--- config.mk ---
export PLATFORM = sky130hd
export DESIGN_NAME = glyph_pixel_renderer
export DESIGN_NICKNAME = d
export VERILOG_FILES = /design/src/gpr_pkg.sv /design/src/gpr_cell_scan.sv /design/src/glyph_pixel_renderer.sv
export SDC_FILE = /design/constraint.sdc
export NUM_CORES = 1
export LEC_CHECK = 0
export BUFFER_PORTS_ARGS = -buffer_cell sky130_fd_sc_hd__buf_2
export CORE_MARGIN = 2
export CORE_UTILIZATION = 30
export DETAILED_ROUTE_END_ITERATION = 8
export HOLD_SLACK_MARGIN = 0.15
export SYNTH_ARGS = -nofsm -noshare
export SYNTH_HDL_FRONTEND = slang
export SYNTH_SLANG_ARGS = --single-unit
--- constraint.sdc ---
create_clock -name clk -period 9.2 [get_ports clk]
set_input_delay 1.84 -clock clk [delete_from_list [all_inputs] [get_ports clk]]
set_output_delay 1.84 -clock clk [all_outputs]
set_load 0.1 [all_outputs]
--- src/gpr_pkg.sv ---
// Shared types, constants and glyph table for the glyph pixel renderer.
package gpr_pkg;

  localparam int GLYPH_ADVANCE = 4;
  localparam int FIRST_CODE    = 32;
  localparam int GLYPH_COUNT   = 96;
  localparam int CELL_PIXELS   = 15;
  localparam int COORD_W       = 16;
  localparam int COLOUR_W      = 8;
  localparam int CODE_W        = 8;
  localparam int GLYPH_IDX_W   = $clog2(GLYPH_COUNT);

  typedef logic [COORD_W-1:0]     coord_t;
  typedef logic [COLOUR_W-1:0]    colour_t;
  typedef logic [CELL_PIXELS-1:0] cell_mask_t;
  typedef logic [15:0]            glyph_entry_t;

  // Draw command handed from the front end to the cell scanner.
  typedef struct packed {
    cell_mask_t mask;
    coord_t     col;
    coord_t     row;
    colour_t    colour;
  } draw_cmd_t;

  typedef enum logic [1:0] {
    ST_IDLE = 2'b01,
    ST_SCAN = 2'b10
  } scan_state_t;

  localparam glyph_entry_t GLYPH_ROM [GLYPH_COUNT] = '{
    16'h0000, 16'h4908, 16'hb400, 16'hbef6, 16'h7b7a, 16'ha594, 16'h55b8, 16'h4800,
    16'h2944, 16'h442a, 16'h15a0, 16'h0b42, 16'h0050, 16'h0302, 16'h0008, 16'h2590,
    16'h76ba, 16'h595c, 16'hc59e, 16'hc538, 16'h92e6, 16'hf33a, 16'h73ba, 16'he590,
    16'h77ba, 16'h773a, 16'h0840, 16'h0850, 16'h2a44, 16'h1ce0, 16'h8852, 16'he508,
    16'h568e, 16'h77b6, 16'h77b8, 16'h728c, 16'hd6ba, 16'h739e, 16'h7392, 16'h72ae,
    16'hb7b6, 16'he95c, 16'h64aa, 16'hb7b4, 16'h929c, 16'hbeb6, 16'hd6b6, 16'h56aa,
    16'hd792, 16'h76ee, 16'h77b4, 16'h7138, 16'he948, 16'hb6ae, 16'hb6aa, 16'hb6f6,
    16'hb5b4, 16'hb548, 16'he59c, 16'h694c, 16'h9124, 16'h642e, 16'h5400, 16'h001c,
    16'h4400, 16'h0eae, 16'h9aba, 16'h0e8c, 16'h2eae, 16'h0ece, 16'h56d0, 16'h553b,
    16'h93b4, 16'h4144, 16'h4151, 16'h97b4, 16'h4944, 16'h17b6, 16'h1ab6, 16'h0aaa,
    16'hd6d3, 16'h7667, 16'h1790, 16'h0f38, 16'h9a8c, 16'h16ae, 16'h16ba, 16'h16f6,
    16'h15b4, 16'hb52b, 16'h1c5e, 16'h6b4c, 16'h4948, 16'hc95a, 16'h5400, 16'h56e2
  };

  // Reorder entry bits into scan order: bit k is the k-th cell pixel,
  // row by row, left to right. Row 2 column 2 lives in entry bit 1.
  function automatic cell_mask_t scan_mask(glyph_entry_t entry);
    return {entry[2], entry[3], entry[4],
            entry[5], entry[6], entry[7],
            entry[1], entry[8], entry[9],
            entry[10], entry[11], entry[12],
            entry[13], entry[14], entry[15]};
  endfunction

endpackage

--- src/gpr_cell_scan.sv ---
// Cell scanner: shifts the glyph mask out one bit per cycle unless stalled; emits pixel writes.
module gpr_cell_scan
  import gpr_pkg::*;
(
  input  logic      clk,
  input  logic      rst,
  input  logic      start,
  input  draw_cmd_t cmd,
  output logic      busy,
  output logic      m_axis_tvalid,
  input  logic      m_axis_tready,
  output logic [39:0] m_axis_tdata,  // pixel_x[15:0], pixel_y[31:16], pixel_colour[39:32]
  output logic      m_axis_tlast   // last_pixel
);

  scan_state_t state;
  cell_mask_t  mask;
  logic [1:0]  dx;
  coord_t      col;
  coord_t      row;
  coord_t      base_col;
  colour_t     colour;

  logic out_free;
  logic load_out;
  logic step;
  logic rest_empty;

  assign busy       = (state != ST_IDLE);
  assign out_free   = !m_axis_tvalid || m_axis_tready;
  assign rest_empty = (mask[CELL_PIXELS-1:1] == '0);
  assign load_out   = (state == ST_SCAN) && mask[0] && out_free;
  // clear bits advance freely; set bits wait for room in the output register
  assign step       = (state == ST_SCAN) && (!mask[0] || load_out);

  always_ff @(posedge clk) begin
    if (rst) begin
      state         <= ST_IDLE;
      mask          <= '0;
      m_axis_tvalid <= 1'b0;
    end else begin
      if (load_out) begin
        m_axis_tvalid <= 1'b1;
        m_axis_tdata  <= {colour, row, col};
        m_axis_tlast  <= rest_empty;
      end else if (m_axis_tvalid && m_axis_tready) begin
        m_axis_tvalid <= 1'b0;
      end
      if (start) begin
        state    <= ST_SCAN;
        mask     <= cmd.mask;
        col      <= cmd.col;
        base_col <= cmd.col;
        row      <= cmd.row;
        colour   <= cmd.colour;
        dx       <= 2'd0;
      end else if (step) begin
        mask <= mask >> 1;
        if (rest_empty) begin
          state <= ST_IDLE;
        end
        if (dx == 2'd2) begin
          dx  <= 2'd0;
          col <= base_col;
          row <= row + 16'd1;
        end else begin
          dx  <= dx + 2'd1;
          col <= col + 16'd1;
        end
      end
    end
  end

`ifndef NO_ASSERTIONS
  a_start_idle: assert property (@(posedge clk) disable iff (rst)
    start |-> (state == ST_IDLE))
    else $error("draw command issued while scanning");

  a_idle_mask_clear: assert property (@(posedge clk) disable iff (rst)
    (state == ST_IDLE) |-> (mask == '0))
    else $error("mask bits left over in idle");

  a_last_ends_scan: assert property (@(posedge clk) disable iff (rst)
    (load_out && rest_empty) |=> (state == ST_IDLE))
    else $error("scan continued past the last pixel");

  a_dx_range: assert property (@(posedge clk) disable iff (rst)
    (state == ST_SCAN) |-> (dx != 2'd3))
    else $error("column offset outside the cell");
`endif

endmodule

--- src/glyph_pixel_renderer.sv ---
// Top level: cursor, glyph lookup and input handshake of the glyph pixel renderer.
// Place transaction: cursor updated at the edge that accepts it, no output.
// Draw transaction: the cell mask shifts out one bit per cycle unless stalled,
// and the input stays not ready until the scan ends; each pixel passes through
// the output register before it leaves.
// Output stalls hold the scan only on set pixels. Reset clears cursor to 0,0
// and drops output valid.
module glyph_pixel_renderer
  import gpr_pkg::*;
(
  input  logic        clk,
  input  logic        rst,
  input  logic        s_axis_tvalid,
  output logic        s_axis_tready,
  input  logic [47:0] s_axis_tdata,  // char_code[7:0], x[23:8], y[39:24], colour[47:40]
  input  logic        s_axis_tuser,  // func: 0 place, 1 draw
  output logic        m_axis_tvalid,
  input  logic        m_axis_tready,
  output logic [39:0] m_axis_tdata,  // pixel_x[15:0], pixel_y[31:16], pixel_colour[39:32]
  output logic        m_axis_tlast   // last_pixel
);

  coord_t cursor_col;
  coord_t cursor_row;

  logic [CODE_W-1:0]      char_code;
  coord_t                 in_x;
  coord_t                 in_y;
  colour_t                in_colour;
  logic                   accept;
  logic                   in_range;
  logic [GLYPH_IDX_W-1:0] glyph_idx;
  glyph_entry_t           entry;
  cell_mask_t             mask;
  logic                   busy;
  logic                   start;
  draw_cmd_t              cmd;

  assign char_code = s_axis_tdata[7:0];
  assign in_x      = s_axis_tdata[23:8];
  assign in_y      = s_axis_tdata[39:24];
  assign in_colour = s_axis_tdata[47:40];

  assign s_axis_tready = !busy;
  assign accept        = s_axis_tvalid && s_axis_tready;

  // codes 32..127 only
  assign in_range  = !char_code[7] && (char_code[6:5] != 2'b00);
  assign glyph_idx = GLYPH_IDX_W'(char_code[6:0] - 7'(FIRST_CODE));
  assign entry     = GLYPH_ROM[glyph_idx];
  assign mask      = scan_mask(entry);

  assign start      = accept && s_axis_tuser && in_range && (mask != '0);
  assign cmd.mask   = mask;
  assign cmd.col    = cursor_col;
  assign cmd.row    = cursor_row + {15'd0, entry[0]};  // descender drops the cell a row
  assign cmd.colour = in_colour;

  always_ff @(posedge clk) begin
    if (rst) begin
      cursor_col <= '0;
      cursor_row <= '0;
    end else if (accept) begin
      if (!s_axis_tuser) begin
        cursor_col <= in_x;
        cursor_row <= in_y;
      end else if (in_range) begin
        cursor_col <= cursor_col + COORD_W'(GLYPH_ADVANCE);
      end
    end
  end

  gpr_cell_scan u_scan (
    .clk           (clk),
    .rst           (rst),
    .start         (start),
    .cmd           (cmd),
    .busy          (busy),
    .m_axis_tvalid (m_axis_tvalid),
    .m_axis_tready (m_axis_tready),
    .m_axis_tdata  (m_axis_tdata),
    .m_axis_tlast  (m_axis_tlast)
  );

endmodule

After elaboration in Yosys (flattened, before gate mapping):

Memories as Yosys holds them, arrays and structs flattened.
Cells that the tools add are included.

* bitwise gates (word level): 3
* $add $sub $neg: 6
* magnitude comparators: 1
* equality and inequality tests: 4
* reductions and logical operators: 29
* mux-type cells: 19

Operators by type and width (count)
* 16-bit 2-to-1 mux: 10
* 16-bit by 1-bit adder with 16-bit output, second input constant: 2
* 15-bit 2-to-1 mux: 2
* 16-bit by 1-bit adder with 16-bit output: 1
* 16-bit by 3-bit adder with 16-bit output, second input constant: 1
* 15-bit nonzero test: 1
* 14-bit logical NOT: 1
* 2-bit AND reduction: 6
* 2-bit 2-to-1 mux: 5
* 2-bit nonzero test: 5
* 1-bit logical AND: 9
* 8-bit >= comparator, second input constant: 1
* 7-bit inverter with 8-bit output: 1
* 7-bit by 6-bit subtractor with 7-bit output, second input constant: 1
* 2-bit equality test, second input constant: 2
* 1-bit logical NOT: 4
* 2-bit by 1-bit != test with 1-bit output, second input constant: 2
* 3-bit AND reduction: 1
* 2-bit by 1-bit adder with 2-bit output, second input constant: 1
* 1-bit logical OR: 2
* 1-bit 2-to-1 mux: 2
* 1-bit inverter: 2

* memory bits (read-only): 2048
* memories: 1
* output and inout port bits: 43
* logic and storage cells: 75
* bits in registers: 149
* input port bits: 53

Memory list
* (name not given): depth 128, width 16, rd ports 1, clocked after Yosys merged registers in 0, write ports 0, line glyph_pixel_renderer.sv:50 `assign entry = GLYPH_ROM[glyph_idx];`

Depth between registers and ports, before layout:

Gate-level depths: netlist of the first run.

* depth in word-level cells: 9
* gate-level depth with buffers: 15
* mapped depth without buffers: 13

By module:

From an unflattened synthesis of the first run, not the netlist that was laid out.

* cells, all modules: 973
* area total of the unflattened synthesis: 8936.1 um^2

Modules (own cells, without submodules)
* gpr_cell_scan: cells an instance 372, area an instance 4858.4 um^2, seq. area each 3333.2 um^2, times used 1
* glyph_pixel_renderer: cells an instance 601, area an instance 4077.7 um^2, seq. area each 640.6 um^2, times used 1

Least setup slack after synthesis of the first run:

No wires, ideal clock.

* path kind: input port to flip-flop
* from: in s_axis_tdata[1]
* to: reg u_scan.base_col[0] (enable)
* data required time: 8.795 ns
* stages on the path: 12
* arrival: 5.135 ns
* library setup time: 0.405 ns
* path buffers: 3
* setup slack: 3.660 ns
* path through: inv_1 ha_1 buf_2 or2_2 mux4_2 a31oi_1 a311o_1 or4_1 clkbuf_1 o21ai_4 buf_4 nor2_1

* word-level cells in the longest chain between the ends: 8

RTL lines
* start: declaration: line glyph_pixel_renderer.sv:15 `input logic [47:0] s_axis_tdata,`
* 7-bit by 6-bit subtractor with 7-bit output: line glyph_pixel_renderer.sv:49 `assign glyph_idx = GLYPH_IDX_W'(char_code[6:0] - 7'(FIRST_CODE));`
* 7-bit inverter with 8-bit output (implied by the code): line glyph_pixel_renderer.sv:50
* memory read 128 x 16 bit
* 16-bit 2-to-1 mux (implied by the code) (2 in series): line glyph_pixel_renderer.sv:50
* 15-bit nonzero test: line glyph_pixel_renderer.sv:53 `assign start = accept && s_axis_tuser && in_range && (mask != '0);`
* 1-bit logical AND: line glyph_pixel_renderer.sv:53
* 2-bit AND reduction (no line)
* end signal: assignment: line gpr_cell_scan.sv:53 `base_col <= cmd.col;`
* end: declaration: line gpr_cell_scan.sv:21 `coord_t base_col;`

No other way between the ends. The select of a mux whose other input is x is not followed.
A chain may end at the register's enable or synchronous reset.

Worst setup path in the final report of the first run:

* from: in s_axis_tdata[1]
* to: reg u_scan.base_col[1] (enable)

Same word-level chain as after synthesis.

==> results.yml, run 1 <==
status:
  outcome: "complete, no violations"
yosys:
  nets_in_the_synthesized_netlist: 1056
  area_share_of_the_largest_cell_type_after_synthesis: 0.325
  yosys.cell_count.top_type: "sky130_fd_sc_hd__nand2_1"
  post_synth_num_cell_types: 76
  synthesis.instances: 983
  yosys_warnings: 0
  async_flop_share: 0
  post-synth-top-area-cell: "sky130_fd_sc_hd__edfxtp_1"
  synth_top_cells_by_count: "147 x sky130_fd_sc_hd__nand2_1, 99 x sky130_fd_sc_hd__edfxtp_1, 63 x sky130_fd_sc_hd__a21oi_1"
  synth_ff_type: "sky130_fd_sc_hd__edfxtp_1"
  mappedNetlistArea_um2: 9160
  mean_instance_size_in_the_synthesized_netlist_um2: 9.31
  ys_ff_latch: 149
  synth_area_leaders: "sky130_fd_sc_hd__edfxtp_1 32%, sky130_fd_sc_hd__dfxtp_1 11%, sky130_fd_sc_hd__nand2_1 6.0%"
  synth_edf_count: 99
  synth-seq-area-share: 0.434
grt:
  gr-total-overflow: 0
  grt_first_pass_wirelength_mm: 39.5
  number_of_antenna_violations_at_the_first_check_in_global_routing: 0
  grt_max_degree: 52
  grt_use_total: 0.157
  grt_pass1_vias: 7170
pwr:
  power.density_cell_area_nw_per_um2: 160
  leakage_power_nw: 3.75
  total_power_mw: 1.67
  vdd_ir_drop_max_uv: 99.3
detailed_routing:
  drt_drc_violations_left: 0
  finalWirelength_mm: 25.3
  initialDrtViolationCount: 875
  drtPass1Iterations: 7
  routed-via-count: 7757
  routed_via_density: 5.41
  routed_wire_length_per_instance_um: 17.7
  drt.antenna.violating_nets: 0
critical_path:
  ff2ff_setup_slack_ns: 6.54
  critical_path.startpoint_type: "primary input"
  endpoint_kind: "flip-flop"
  crit_fanout: 25
  arrival_ns: 6.73
  critPathKind: "primary input to flip-flop"
  worstPathRequired_ns: 9.35
floorplan:
  initial_core_util: 0.306
  floorplan.rows: 63
  boundaryPins: 96
  die_area_um2: 31900
  floorplan.die.width_um: 179
  dieHeight_um: 179
  fp.coreArea_um2: 29900
clocking:
  post_cts_buffers: 0
  number_of_levels_the_h_tree_was_split_into: 4
  clockBufferDepth: 2
  clockRootBuffer: "sky130_fd_sc_hd__clkbuf_16"
  cts_num_sinks: 149
  cts_made_buffers: 17
  worst_skew_pair.late_latency_ns: 0.42
  holdBufCountCts: 0
  cts.clk_slew.worst_paths_ns: 0.06
  cts_tree: "built"
  postCtsResizedCells: 0
sta:
  clock-skew-final_ns: 0.00748
  setup_viol: 0
  timing.hold.ws_ns: 0.422
  final_layout_setup_total_negative_slack_ns: 0
  period_utilization: 0.715
  min_period_ns: 6.58
  report.final.hold_viol_count: 0
  timing.fmax_ghz: 0.152
  maxSlewViolCount: 0
  timing.max_slew.rel_slack: 0.305
  tightestPinTransition_ns: 1.04
  grt_setup_unrepaired: "no"
placed_design:
  gpl.final_weighted_congestion: 1.02
  dpl.hpwl_mm: 17.8
  buffer_ports.inserted: 95
job:
  timing.max_cap.violations: 0
finish:
  layout-area-overhead-vs-synth_pct: 13.8
  antenna_cells_inserted: 0
  fillcell_total: 3091
  nNetsFinal: 1103
  layout-drive-gt1-share: 0.154
worst_hold_path:
  holdCritPathClass: "flip-flop to flip-flop"
## cells in the final DEF, fill, tap and decap left out, drive strengths merged, types with 12 or more instances in the layout
cell      n
a211oi   23
a21oi    63
a311oi   14
and3     14
buf     107
clkbuf   19
dfxtp    50
edfxtp   99
ha       20
inv      18
mux2     24
mux2i    31
nand2   147
nand2b   17
nand3    46
nor2     43
nor2b    22
nor3     12
o21ai    57
o22ai    12
xnor2    16
xor2     29
## flip-flops by register name (all words and copies together) (netlist names), 2 cells and up
name                 flops
u_scan.m_axis_tdata     40
u_scan.dx                2
u_scan.base_col         16
u_scan.row              16
cursor_row              16
u_scan.state             2
u_scan.colour            8
u_scan.col              16
cursor_col              16
u_scan.mask             15
## critical path: stages
cell	delay [ns]
sky130_fd_sc_hd__buf_2	0.42
sky130_fd_sc_hd__inv_1	0.27
sky130_fd_sc_hd__ha_1	0.62
sky130_fd_sc_hd__or2b_1	0.40
sky130_fd_sc_hd__a311oi_1	0.12
sky130_fd_sc_hd__a2111oi_0	0.52
sky130_fd_sc_hd__a211oi_1	0.16
sky130_fd_sc_hd__a211o_1	0.27
sky130_fd_sc_hd__or4_1	0.69
sky130_fd_sc_hd__o21ai_4	0.62
sky130_fd_sc_hd__buf_4	0.38
sky130_fd_sc_hd__nor2_2	0.12
sky130_fd_sc_hd__buf_4	0.26
## path summary, 6_finish.rpt
kind / from / endpoint / cells past startpoint
worst max-delay path: s_axis_tdata[1] / u_scan.base_col[1]$_DFFE_PP_ / 13
worst min-delay path: u_scan.colour[6]$_DFFE_PP_ / u_scan.m_axis_tdata[38]$_DFFE_PP_ / 0
worst max register to register: u_scan.state[0]$_SDFFE_PP1P_ / u_scan.base_col[1]$_DFFE_PP_ / 8
worst min register to register: u_scan.colour[6]$_DFFE_PP_ / u_scan.m_axis_tdata[38]$_DFFE_PP_ / 0
## layout make-up
| cell class | count | area [µm²] | area share |
|---|---|---|---|
| Clock buffer | 19 | 433 | 0.0415 |
| Tap cell | 390 | 488 | 0.0468 |
| Multi-Input combinational cell | 737 | 4740 | 0.454 |
| Inverter | 18 | 67.6 | 0.00648 |
| Timing Repair Buffer | 107 | 566 | 0.0543 |
| Sequential cell | 149 | 3970 | 0.381 |
| Clock inverter | 13 | 158 | 0.0151 |
## layer usage
metal | wire [µm] | GRT usage | up-vias
li1 | - | - | 3732
met1 | 11400 | 0.218 | 3574
met2 | 10900 | 0.238 | 380
met3 | 2010 | 0.0310 | 71
met4 | 923 | 0.0644 | 0
met5 | 0 | 0 | -
## cells by family (layout without fill, tap and decap cells)
| family | Yosys count | after routing | synth area share |
|---|---|---|---|
| AO/OA/AOI/OAI | 263 | 263 | 0.193 |
| XOR/XNOR | 45 | 45 | 0.0430 |
| adder cells (fa/ha/maj) | 20 | 20 | 0.0273 |
| buffers and inverters | 97 | 157 | 0.0503 |
| flip-flops | 149 | 149 | 0.434 |
| multiplexers | 57 | 57 | 0.0683 |
| AND/OR/NAND/NOR | 352 | 352 | 0.184 |
## stage by stage
stage                      util  instance area (µm²)  setup WS [ns]  cells
after floorplan               -                 9160           3.66    983
after global placement    0.329                 9830           2.30   1401
after detailed placement  0.329                 9830           2.33   1401
after CTS                 0.349                10400           2.74   1433
after global routing      0.349                10400           2.34   1433
final                     0.349                10400           2.62   1433
## where the power goes
part | internal, mW | total, mW | switching, mW
Combinational | 0.0828 | 0.239 | 0.156
Clock | 0.425 | 0.685 | 0.260
Sequential | 0.727 | 0.743 | 0.0154
Note: power is estimated with default switching activity, not from simulation.
==> inputs of run 2 (changes only) <==
Clock period 9.2 ns to 5.9 ns, I/O delays scaled along.
==> results.yml, run 2 (synthesis gave the netlist of run 1 again) <==
clocking:
  number_of_levels_the_h_tree_was_split_into: 4
  cts_num_sinks: 149
  cts_made_buffers: 17
  clockRootBuffer: "sky130_fd_sc_hd__clkbuf_16"
  worst_skew_pair.late_latency_ns: 0.41
  postCtsResizedCells: 0
  post_cts_buffers: 0
  clockBufferDepth: 2
  cts_tree: "built"
  holdBufCountCts: 0
  cts.clk_slew.worst_paths_ns: 0.06
critical_path:
  crit_buf_inv: 4
  path_cells: "buf_2, inv_1, ha_1, buf_4, a211oi_1, a311oi_1, o32ai_1, a22oi_1, or4_1, o21ai_4, buf_4, mux2_1"
  crit_start: "s_axis_tdata[1]"
  crit_fanout: 15
  endpoint_kind: "flip-flop"
  cell_family_with_most_cp_delay: "compound AO/OA/AOI/OAI gates"
  worstPathRequired_ns: 6.05
  critical_path.startpoint_type: "primary input"
  cp_slowest_cell: "sky130_fd_sc_hd__or4_1"
  critPathMostFrequentCell: "sky130_fd_sc_hd__buf_4"
  critPathKind: "primary input to flip-flop"
  arrival_ns: 4.99
  rr_startpoint: "u_scan.state[0]$_SDFFE_PP1P_"
  slowest_delay_ns: 0.71
grt:
  grt_max_degree: 52
  number_of_antenna_violations_at_the_first_check_in_global_routing: 1
  gr-total-overflow: 0
  grt_use_total: 0.163
  grt_pass1_vias: 7310
  grt_first_pass_wirelength_mm: 40.7
finish:
  layout-area-overhead-vs-synth_pct: 16.5
  layout-drive-gt1-share: 0.178
  most_flops_register: "u_scan.m_axis_tdata"
  antenna_cells_inserted: 0
  layout.cells.most_common_list: "147 x sky130_fd_sc_hd__nand2_1, 99 x sky130_fd_sc_hd__edfxtp_1, 95 x sky130_fd_sc_hd__buf_2"
  largest_register_ffs: 40
  fillcell_total: 3013
  layout_commonest_cell: "sky130_fd_sc_hd__nand2_1"
  nNetsFinal: 1132
detailed_routing:
  routed_via_density: 5.44
  initialDrtViolationCount: 691
  drt.antenna.violating_nets: 0
  routed-via-count: 7956
  finalWirelength_mm: 26.2
  drt_drc_violations_left: 0
  drtPass1Iterations: 6
  routed_wire_length_per_instance_um: 17.9
job:
  timing.max_cap.violations: 0
floorplan:
  fp.coreArea_um2: 29900
  dieHeight_um: 179
  boundaryPins: 96
  die_area_um2: 31900
  floorplan.die.width_um: 179
  initial_core_util: 0.306
  floorplan.rows: 63
sta:
  final_critical_path_setup_slack_ns: 1.06
  clock-skew-final_ns: 0.0131
  min_period_ns: 4.84
  maxSlewViolCount: 0
  timing.max_slew.rel_slack: 0.209
  setup_viol: 0
  tightestPinTransition_ns: 1.18
  timing.fmax_ghz: 0.207
  report.final.hold_viol_count: 0
  timing.hold.ws_ns: 0.418
  period_utilization: 0.820
  grt_setup_unrepaired: "no"
  final_layout_setup_total_negative_slack_ns: 0
pwr:
  vdd_ir_drop_max_uv: 171
  leakage_power_nw: 3.91
  power.density_cell_area_nw_per_um2: 244
worst_hold_path:
  holdCritPathClass: "flip-flop to flip-flop"
  hold_startpoint: "u_scan.colour[6]$_DFFE_PP_"
placed_design:
  dp_worst_setup_slack_ns: 0.726
  gpl.final_weighted_congestion: 1.01
  dpl.hpwl_mm: 19.0
  buffer_ports.inserted: 95
status:
  outcome: "complete, no violations"
-- run 2: per-layer routing --
layer	routed length (µm)	part of all wire	GRT usage	vias up
met5	13	0.00050	0	-
met2	11300	0.43	0.240	377
met3	2440	0.093	0.0454	61
met4	870	0.033	0.0688	2
met1	11600	0.44	0.223	3729
li1	-	-	-	3787
-- run 2: cell type report --
class / count / area, µm² / area share
Clock buffer: 27 / 561 / 0.0525
Clock inverter: 5 / 35.0 / 0.00328
Inverter: 18 / 67.6 / 0.00633
Multi-Input combinational cell: 737 / 4740 / 0.444
Sequential cell: 149 / 3970 / 0.372
Tap cell: 390 / 488 / 0.0457
Timing Repair Buffer: 136 / 808 / 0.0758
-- run 2: final timing paths --
path | end | slack [ns] | cells after the start
max reg2reg | u_scan.base_col[3]$_DFFE_PP_ | 3.12 | 6
min | u_scan.m_axis_tdata[38]$_DFFE_PP_ | 0.42 | 0
min reg2reg | u_scan.m_axis_tdata[38]$_DFFE_PP_ | 0.42 | 0
max | u_scan.col[10]$_DFFE_PP_ | 1.06 | 12
-- run 2: per-stage QoR --
step | utilization | std cells | instance area [µm²] | power [mW]
2_1_floorplan | - | 983 | 9160 | 1.43
3_3_place_gp | 0.337 | 1430 | 10100 | 1.57
3_5_place_dp | 0.337 | 1430 | 10100 | 1.57
4_1_cts | 0.357 | 1462 | 10700 | 2.62
5_1_grt | 0.357 | 1462 | 10700 | 2.71
6_report | 0.357 | 1462 | 10700 | 2.61
-- run 2: report_power, final --
part | switching (mW) | total, mW | internal, mW
registers | 0.0238 | 1.16 | 1.13
clock network | 0.395 | 1.05 | 0.654
logic | 0.254 | 0.400 | 0.146
total | 0.673 | 2.61 | 1.93
